$ cat src/hw/rtl/rmth_pkg.sv
// Package: shared types and constants for the running median unit.
package rmth_pkg;
	localparam int SampleW = 32;
	localparam int MedW    = 33;
	localparam int HeldW   = 11;

	typedef logic signed [SampleW-1:0] sample_t;

	// Beat passed from one cell to the next: a sample shifting along the row.
	typedef struct packed {
		logic    vld;
		sample_t val;
	} shift_t;

	// Control sent to every cell in the row.
	typedef struct packed {
		logic    ins;
		sample_t val;
	} row_ctl_t;
endpackage

$ cat src/hw/rtl/rmth_cell.sv
// Cell: holds one stored sample, kept sorted ascending along the row.
module rmth_cell (
	input  logic              clk,
	input  logic              arst_n,
	input  rmth_pkg::row_ctl_t ctl,
	input  rmth_pkg::shift_t  prev,
	output rmth_pkg::shift_t  cur
);
	import rmth_pkg::*;

	shift_t slot_q;
	logic   take_new;
	logic   shift_in;
	logic   here_gt;

	assign here_gt  = slot_q.vld && (slot_q.val > ctl.val);
	assign shift_in = prev.vld && (prev.val > ctl.val);
	assign take_new = here_gt && !shift_in;

	always_ff @(posedge clk or negedge arst_n) begin
		if (!arst_n) begin
			slot_q.vld <= 1'b0;
			slot_q.val <= '0;
		end else if (ctl.ins) begin
			if (shift_in) begin
				slot_q <= prev;
			end else if (take_new || !slot_q.vld) begin
				if (!slot_q.vld && prev.vld && !shift_in) begin
					slot_q.vld <= 1'b1;
					slot_q.val <= ctl.val;
				end else if (take_new) begin
					slot_q.val <= ctl.val;
				end
			end
		end
	end

	assign cur = slot_q;
endmodule

$ cat config.mk
export PLATFORM = sky130hd
export DESIGN_NAME = rmth_cell
export DESIGN_NICKNAME = d
export VERILOG_FILES = /design/src/hw/rtl/rmth_pkg.sv /design/src/hw/rtl/rmth_cell.sv
export SDC_FILE = /design/constraint.sdc
export NUM_CORES = 1
export LEC_CHECK = 0
export BUFFER_PORTS_ARGS = -buffer_cell sky130_fd_sc_hd__buf_2
export CORE_MARGIN = 4
export CORE_UTILIZATION = 56
export CTS_CLUSTER_SIZE = 14
export DETAILED_ROUTE_END_ITERATION = 10
export PLACE_DENSITY = 0.94
export SYNTH_ARGS = -nofsm -noshare
export SYNTH_HDL_FRONTEND = slang
export SYNTH_SLANG_ARGS = --single-unit
$ cat constraint.sdc
create_clock -name clk -period 4.7 [get_ports clk]
set_clock_uncertainty 0.15 [all_clocks]
set_input_delay 0.705 -clock clk [delete_from_list [all_inputs] [get_ports clk]]
set_output_delay 0.705 -clock clk [all_outputs]
set_load 0.02 [all_outputs]
# After elaboration in Yosys (flattened, before gate mapping)
# Index checks and enable logic that the tools add are counted.
word_totals:
  regBits: 33
  inputBits: 68
  output_inout_bits: 33
  elab_cells: 22
classes:
  order_cmp: 2
  muxes: 5
  n_reduce_logical: 13
op_table:
  columns: ["cell", "count"]
  rows:
  - ["$mux W33", 2]
  - ["$gt A32 B32 Y1", 2]
  - ["$mux W32", 2]
  - ["$reduce_and A3 Y1", 2]
  - ["$logic_and A1 B1 Y1", 5]
  - ["$reduce_bool A2 Y1", 2]
  - ["$reduce_bool A3 Y1", 1]
  - ["$logic_not A1 Y1", 2]
  - ["$logic_or A1 B1 Y1", 1]
  - ["$mux W1", 1]

# Logic depth before layout (Yosys ltp)
# Gate-level depths: netlist (run 1).
depth:
  word_depth: 8
  ltp_mapped: 11
  depth_no_buf: 10

# Worst setup path after synthesis (run 1)
# Ideal clock, no wire load.
synth_path:
  kind: "input -> register"
  startpoint: "input ctl[14] in the netlist's numbering"
  endpoint: "register slot_q, in the netlist cur[15]"
  setup_time_ps: 125
  t_arrival_ps: 3242
  required_time_ps: 4425
  slack_ps: 1183
  path_stages: 11
  n_path_buf: 1
  cell_sequence: "inv_1 ha_1 nand4_1 or4_1 a21oi_1 o31ai_1 nand2_1 mux2i_2 buf_2 mux2_2 mux2_2"
synth_between:
  elab_chain_cells: 7
  word_cells_on_any_way: 14
  classes_between: "2 x order compare; 3 x mux; 9 x reduce/logical"
synth_lines:
  columns: ["item", "line_no", "text"]
  rows:
  - ["start, declared", "rmth_cell.sv:5", "input rmth_pkg::row_ctl_t ctl,"]
  - ["$gt A32 B32 Y1", "rmth_cell.sv:17", "assign shift_in = prev.vld && (prev.val > ctl.val);"]
  - ["$logic_and A1 B1 Y1", "rmth_cell.sv:17", null]
  - ["$logic_not A1 Y1", "rmth_cell.sv:18, rmth_cell.sv:28", null]
  - ["$logic_and A1 B1 Y1, on equally long branches", "rmth_cell.sv:28, rmth_cell.sv:18", null]
  - ["$mux W32 or $logic_or A1 B1 Y1 (tied branches)", "rmth_cell.sv:28, rmth_cell.sv:27", null]
  - ["$mux W33 or $reduce_bool A2 Y1 (tied branches)", null, null]
  - ["$mux W33 or $reduce_and A3 Y1 (tied branches)", null, null]
  - ["end signal, assigned", "rmth_cell.sv:26", "slot_q <= prev;"]
  - ["end, declared", "rmth_cell.sv:11", "shift_t slot_q;"]
# Parallel ways exist; a longest one is shown, timed or not. The select of a mux whose other input is x is not followed.
# A chain may end at the register's enable or synchronous reset.

# Final worst setup path (run 1)
layout_path:
  startpoint: "input ctl[14] in the netlist's numbering"
  endpoint: "register slot_q, in the netlist cur[5]"
# The elaborated chain is that of the path after synthesis.

==> results.cfg, run 1 <==
[routing]
wl_um = 8090
wl_per_cell_um = 16.7
ant_nets = 0
drt_iter0_markers = 76
dr.pass1.iters = 4
drc = 0
num_vias = 2811
viasPerCell = 5.80

[floorplanning]
num_rows = 27
die_w_um = 83.2
coreArea_um2 = 5510
dieArea_um2 = 6920
chipHeight_um = 83.2
initial_core_util_pct = 57.5
boundaryPins = 101

[synthesis]
ys_seq_area_share_pct = 26.1
synth_xor_area_share_pct = 0
yosys.area.top_type = dfrtp_1
synthAdderAreaFrac_pct = 25.3
avgSynthCellArea_um2 = 10.3
ys_seq_elements = 33
synth_area_um2 = 3170
ys_warn_count = 0
synth_top_area_share_pct = 26.1
synthMuxAreaShare_pct = 23.4
ys_types = 36
synth.area.top_cells = dfrtp_1, ha_1, mux2_2, inv_1, a21oi_1
syn_nets = 440
synth-simple-area-share_pct = 8.02
synth_compound_area_share_pct = 11.2
postSynthCellCount = 308
synth_top_family_by_area = adder cells

[place]
preCtsSetupSlack_ps = 851
port_buffers = 100
hpwlAfterDp_um = 6750
place_area_um2 = 3750
gp_congestion = 0.849

[sta]
layout_min_cycle_time_ps = 3540
relSlewSlack_pct = 47.5
hold_violations = 0
maxSlewViolCount = 0
worstMarginPinSlew_ps = 787
fmax_ghz = 0.282
setup_ws_ps = 1160
holdWs_ps = 348
setup-violations-final = 0
post-route-period-util_pct = 75.4
rsz0062_at_grt = false
fin_setup_tns_ps = 0

[power_and_ir_drop]
sw_frac_of_total_pct = 44.0
pwr-share-clk_pct = 12.0
pwr-share-seq_pct = 29.7
vdd.ir_drop.worst_v = 0.000291
comb_power_share_pct = 58.4
p_leak_uw = 0.00199
p_switching_uw = 808
intPower_uw = 1030
power.density_nw_per_um2 = 479

[cts]
cts_resized = 0
cts_buffers = 5
clkLatencyLatePin_ps = 290
clockRootBuffer = clkbuf_8
cts_hold_buf = 0
cts_max_level = 2
cts_tree = built
cts.sinks = 33
cts_setup_buffers = 0
clk_pin_slew_ps = 70
cts_buffer_depth = 2

[critical_path]
slowest_stage = or4_1
endpoint_kind = flip-flop
cpPeakStageDelay_ps = 580
cp.required_ps = 4720
startpoint_type = input pin
cp_max_fo = 18
cp_top_family = multiplexers
worst-endpoint-arrival_ps = 3560
cp_num_buf_inv = 3
critical_path_class = input pin to flip-flop
cp_common_cell = mux2_2
worstPathCellList = buf_2, inv_1, ha_1, nand4_1, or4_1, a21oi_1, o31ai_1, nand2_1, mux2i_4, buf_4, mux2_2, mux2_2

[finish]
finalNetCount = 545
fillers = 407
layout-drive-gt1-share_pct = 42.4
utilization_pct = 69.6
final_cell_area_um2 = 3830
syn2layout_area_growth_pct = 21.1
antennaDiodeCount = 0
largest_reg_flops = 33

[grt]
grt_use_total_pct = 24.2
grt_antenna_before_repair = 0
grt_pass1_vias = 3145
grt_use_met3_pct = 4.76
grt_overflow_total = 0
grt_max_degree = 34
grt_pass1_wl_um = 14000
met2_usage_pct = 45.3
grt_util_met1_pct = 28.0
top_usage_layer = met2

[min_path]
min_path_type = input pin to async pin

[run]
max_cap_violations = 0

[status]
status = completed
==> cells by family after synthesis <==
group / count (synthesis)
mux: 66
compound gates: 54
flops: 33
buf+inv: 43
simple gates: 48
fa+ha+maj: 64
==> cell usage after synthesis (all sizes together) <==
library cell and count:
or4 2, a211oi 1, a221o 1, ha 64, o21a 1, a2111oi 1, o21ai 4, nand2b 2
a31oi 2, a221oi 1, a211o 1, a41o 1, nor2 5, o31ai 2, o221ai 1, o2111ai 1
o211ai 2, dfrtp 33, nand4 15, a21o 8, nor2b 3, nand3 6, nand2 11, mux2 62
o22ai 1, mux2i 4, inv 37, or2 1, nor4 2, buf 6, nor3 1, o41ai 1
a21oi 25
==> per-layer routing <==
layer / vias up / part of all wire, %
li1: 1357 / -
met1: 1348 / 40
met2: 92 / 53
met3: 14 / 5.2
met4: 0 / 1.4
met5: - / 0
==> per-stage QoR <==
| step | std cells | total power [uW] |
|---|---|---|
| final | 485 | 1840 |
| after global routing | 485 | 1990 |
| after CTS | 485 | 1850 |
| after detailed placement | 478 | 1620 |
| after global placement | 478 | 1560 |
| after floorplan | 308 | 1280 |
==> cell type report <==
type	instances	area, um2	area share (%)
Timing Repair Buffer	104	531	13.8
Inverter	37	139	3.62
Multi-Input combinational cell	232	2160	56.4
Tap cell	72	90.1	2.35
Sequential cell	33	826	21.5
Clock buffer	7	86.3	2.25
==> worst paths after layout <==
| path | endpoint | slack [ps] | start | depth (start not counted) |
|---|---|---|---|---|
| min in group clk | cur[3] | 390 | cur[3] | 1 |
| max reg2reg | cur[8] | 1560 | cur[31] | 8 |
| max in group asynchronous | cur[25] | 3560 | arst_n | 1 |
| min reg2reg | cur[3] | 390 | cur[3] | 1 |
| min | cur[13] | 350 | arst_n | 1 |
| max | cur[5] | 1160 | ctl[14] | 12 |
==> layout by cell type, fill, tap and decap left out, drive strengths merged, types with 2 or more instances in the layout <==
cell    instances
ha             64
a21o            8
or4             2
nor2b           3
inv            37
nor2            5
nand3           6
o31ai           2
dfrtp          33
mux2           62
buf           104
nand2          11
o211ai          2
a21oi          25
mux2i           4
nor4            2
a31oi           2
nand4          15
o21ai           4
nand2b          2
clkbuf          7
==> power groups by stage <==
stage / registers [uW] / clock network (uW) / logic, uW
2_1_floorplan: 703 / 0 / 574
3_3_place_gp: 537 / 0 / 1020
3_5_place_dp: 547 / 0 / 1070
4_1_cts: 542 / 225 / 1080
5_1_grt: 562 / 243 / 1180
6_report: 545 / 220 / 1070
No activity file was read; power rests on OpenSTA's default activity.
==> inputs of run 2 (changes only) <==
--- a/config.mk
+++ b/config.mk
@@ -7,10 +7,10 @@
 export LEC_CHECK = 0
 export BUFFER_PORTS_ARGS = -buffer_cell sky130_fd_sc_hd__buf_2
 export CORE_MARGIN = 4
-export CORE_UTILIZATION = 56
+export CORE_UTILIZATION = 52
 export CTS_CLUSTER_SIZE = 14
 export DETAILED_ROUTE_END_ITERATION = 10
-export PLACE_DENSITY = 0.94
+export PLACE_DENSITY = 0.88
 export SYNTH_ARGS = -nofsm -noshare
 export SYNTH_HDL_FRONTEND = slang
 export SYNTH_SLANG_ARGS = --single-unit
==> constraint.sdc (replaced) <==
create_clock -name clk -period 3.3 [get_ports clk]
set_clock_uncertainty 0.15 [all_clocks]
set_input_delay 0.495 -clock clk [delete_from_list [all_inputs] [get_ports clk]]
set_output_delay 0.495 -clock clk [all_outputs]
set_load 0.02 [all_outputs]
==> run 2 against run 1 <==
Effect of this change: the flow now finishes with violations (negative setup slack); non-clock buffer count rose by 35; setup slack worse by 1200 ps; sequential cell count is the same; count of clock-buffer cells in the layout increased by 1; global-route usage grew 1.2 points; first-iteration DRC count rose to 3.1 times the previous value; total power grew 57%; design area is 10% higher; register-to-register slack worse by 1500 ps; combinational power rose by 68%; largest cell class unchanged.
==> results.cfg, run 2 (synthesis results as in run 1) <==
[critical_path]
endpoint_kind = flip-flop
r2r_cells = 10
cp_num_buf_inv = 3
cp_top_family = multiplexers
cp_max_fo = 6
slowest_stage = or4_4
worst-endpoint-arrival_ps = 3400
rr_endpoint = cur[25]
worstPathCellList = buf_2, inv_1, ha_1, nand4_1, or4_4, a21oi_1, o31ai_1, nand2_1, mux2i_4, clkbuf_16, mux2_2, mux2_2
worstReg2RegStart = cur[15]
critical_path_class = input pin to flip-flop
cpPeakStageDelay_ps = 560
startpoint_type = input pin
cp.required_ps = 3330
cp_common_cell = mux2_2
r2r_setup_slack_ps = 60

[cts]
clockRootBuffer = clkbuf_8
cts.sinks = 33
clk_pin_slew_ps = 80
cts_max_level = 2
cts_buffer_depth = 2
cts_hold_buf = 0
cts_buffers = 5
clkLatencyLatePin_ps = 300
cts_tree = built

[status]
violations = negative setup slack
status = finished, violations left

[floorplanning]
num_rows = 28
coreArea_um2 = 5920
boundaryPins = 101
dieArea_um2 = 7400
chipHeight_um = 86.0
initial_core_util_pct = 53.5
die_w_um = 86.0

[sta]
maxSlewViolCount = 0
relSlewSlack_pct = 46.5
setup_ws_ps = -68.4
post-route-period-util_pct = 102
layout_min_cycle_time_ps = 3370
fmax_ghz = 0.297
fin_setup_tns_ps = -1260
worstMarginPinSlew_ps = 803
hold_violations = 0
setup-violations-final = 31

[finish]
final_common_cell = buf_2
antennaDiodeCount = 0
largest_reg_flops = 33
final_cell_mix = buf_2, ha_1, mux2_2
finalNetCount = 580
layout-drive-gt1-share_pct = 48.3
syn2layout_area_growth_pct = 33.4

[run]
max_cap_violations = 0

[grt]
grt_pass1_vias = 3273
grt_overflow_total = 0
grt_max_degree = 34
grt_pass1_wl_um = 15000
grt_use_total_pct = 25.4
grt_antenna_before_repair = 0

[place]
preCtsSetupSlack_ps = -407
port_buffers = 100
hpwlAfterDp_um = 7190
gp_congestion = 0.876

[power_and_ir_drop]
p_switching_uw = 1300
power_uw = 2890
pwr-share-seq_pct = 27.0
intPower_uw = 1590
sw_frac_of_total_pct = 45.0
p_leak_uw = 0.00219
pwr-share-clk_pct = 10.7
power.density_nw_per_um2 = 684
vdd.ir_drop.worst_v = 0.000338
comb_power_share_pct = 62.3

[routing]
drt_iter0_markers = 237
ant_nets = 0
wl_per_cell_um = 20.3
dr.pass1.iters = 5
viasPerCell = 6.24
drc = 0
num_vias = 3271
wl_um = 10700

[min_path]
min_path_type = input pin to async pin
==> run 2: cell count changes in the layout (fill, tap and decap cells not counted), sizes merged <==
| cell | previous run | this run |
|---|---|---|
| buf | 104 | 137 |
| clkbuf | 7 | 10 |
==> run 2: cell type report <==
| cell class | instances | area (um2) |
|---|---|---|
| Fill cell | 394 | 1700 |
| Inverter | 37 | 139 |
| Clock buffer | 8 | 80.1 |
| Sequential cell | 33 | 826 |
| Multi-Input combinational cell | 232 | 2220 |
| Tap cell | 75 | 93.8 |
| Timing Repair Buffer | 139 | 865 |
==> run 2: worst max path at each step <==
stage,startpoint,to,slack (ps),cells after the start
3_5_place_dp,ctl[18],cur[10],-410,12
4_1_cts,ctl[19],cur[1],20,12
2_1_floorplan,ctl[14],cur[15],40,11
5_1_grt,ctl[7],cur[8],-160,12
6_report,ctl[9],cur[9],-70,12
3_3_place_gp,ctl[18],cur[26],-420,12
==> run 2: power by group through the flow <==
stage | combinational [uW] | sequential (uW) | clock (uW)
final | 1800 | 781 | 309
after detailed placement | 1620 | 781 | 0
after CTS | 1640 | 773 | 313
after global routing | 1930 | 805 | 334
after global placement | 1550 | 768 | 0
after floorplan | 820 | 1000 | 0
==> run 2: layer usage <==
layer | wire length, um | part of all wire, % | global-route usage [%] | vias up
met1 | 4040 | 38 | 30.5 | 1531
met3 | 994 | 9.3 | 5.48 | 76
met2 | 5010 | 47 | 42.8 | 232
li1 | - | - | - | 1432
met4 | 608 | 5.7 | 12.5 | 0
met5 | 0 | 0 | 0 | -
==> run 2: worst reg2reg max path, delay by kind of cell (launching register included) <==
kind / cells / cell delay [ps]
AO/OA/AOI/OAI: 3 / 750
flip-flops: 1 / 410
buffers and inverters: 2 / 350
adder cells (fa/ha/maj): 1 / 360
multiplexers: 2 / 520
AND/OR/NAND/NOR: 2 / 590
==> run 2: repair_timing <==
item	CTS	global route
buffers inserted	0	2
gates resized for setup	2	9
endpoints found under the setup margin	31	31
pin swaps	0	6
cloned	0	4
==> run 2: metrics by stage <==
stage               hold WS [ps]  instances  instance area [um2]  utilization (%)
finish                       133        524                 4220             71.3
global route                 198        524                 4220             71.3
CTS                          170        518                 4080             68.9
detailed placement           372        510                 3990             67.4
global placement             368        510                 3990             67.4
floorplan                   49.4        308                 3170                -
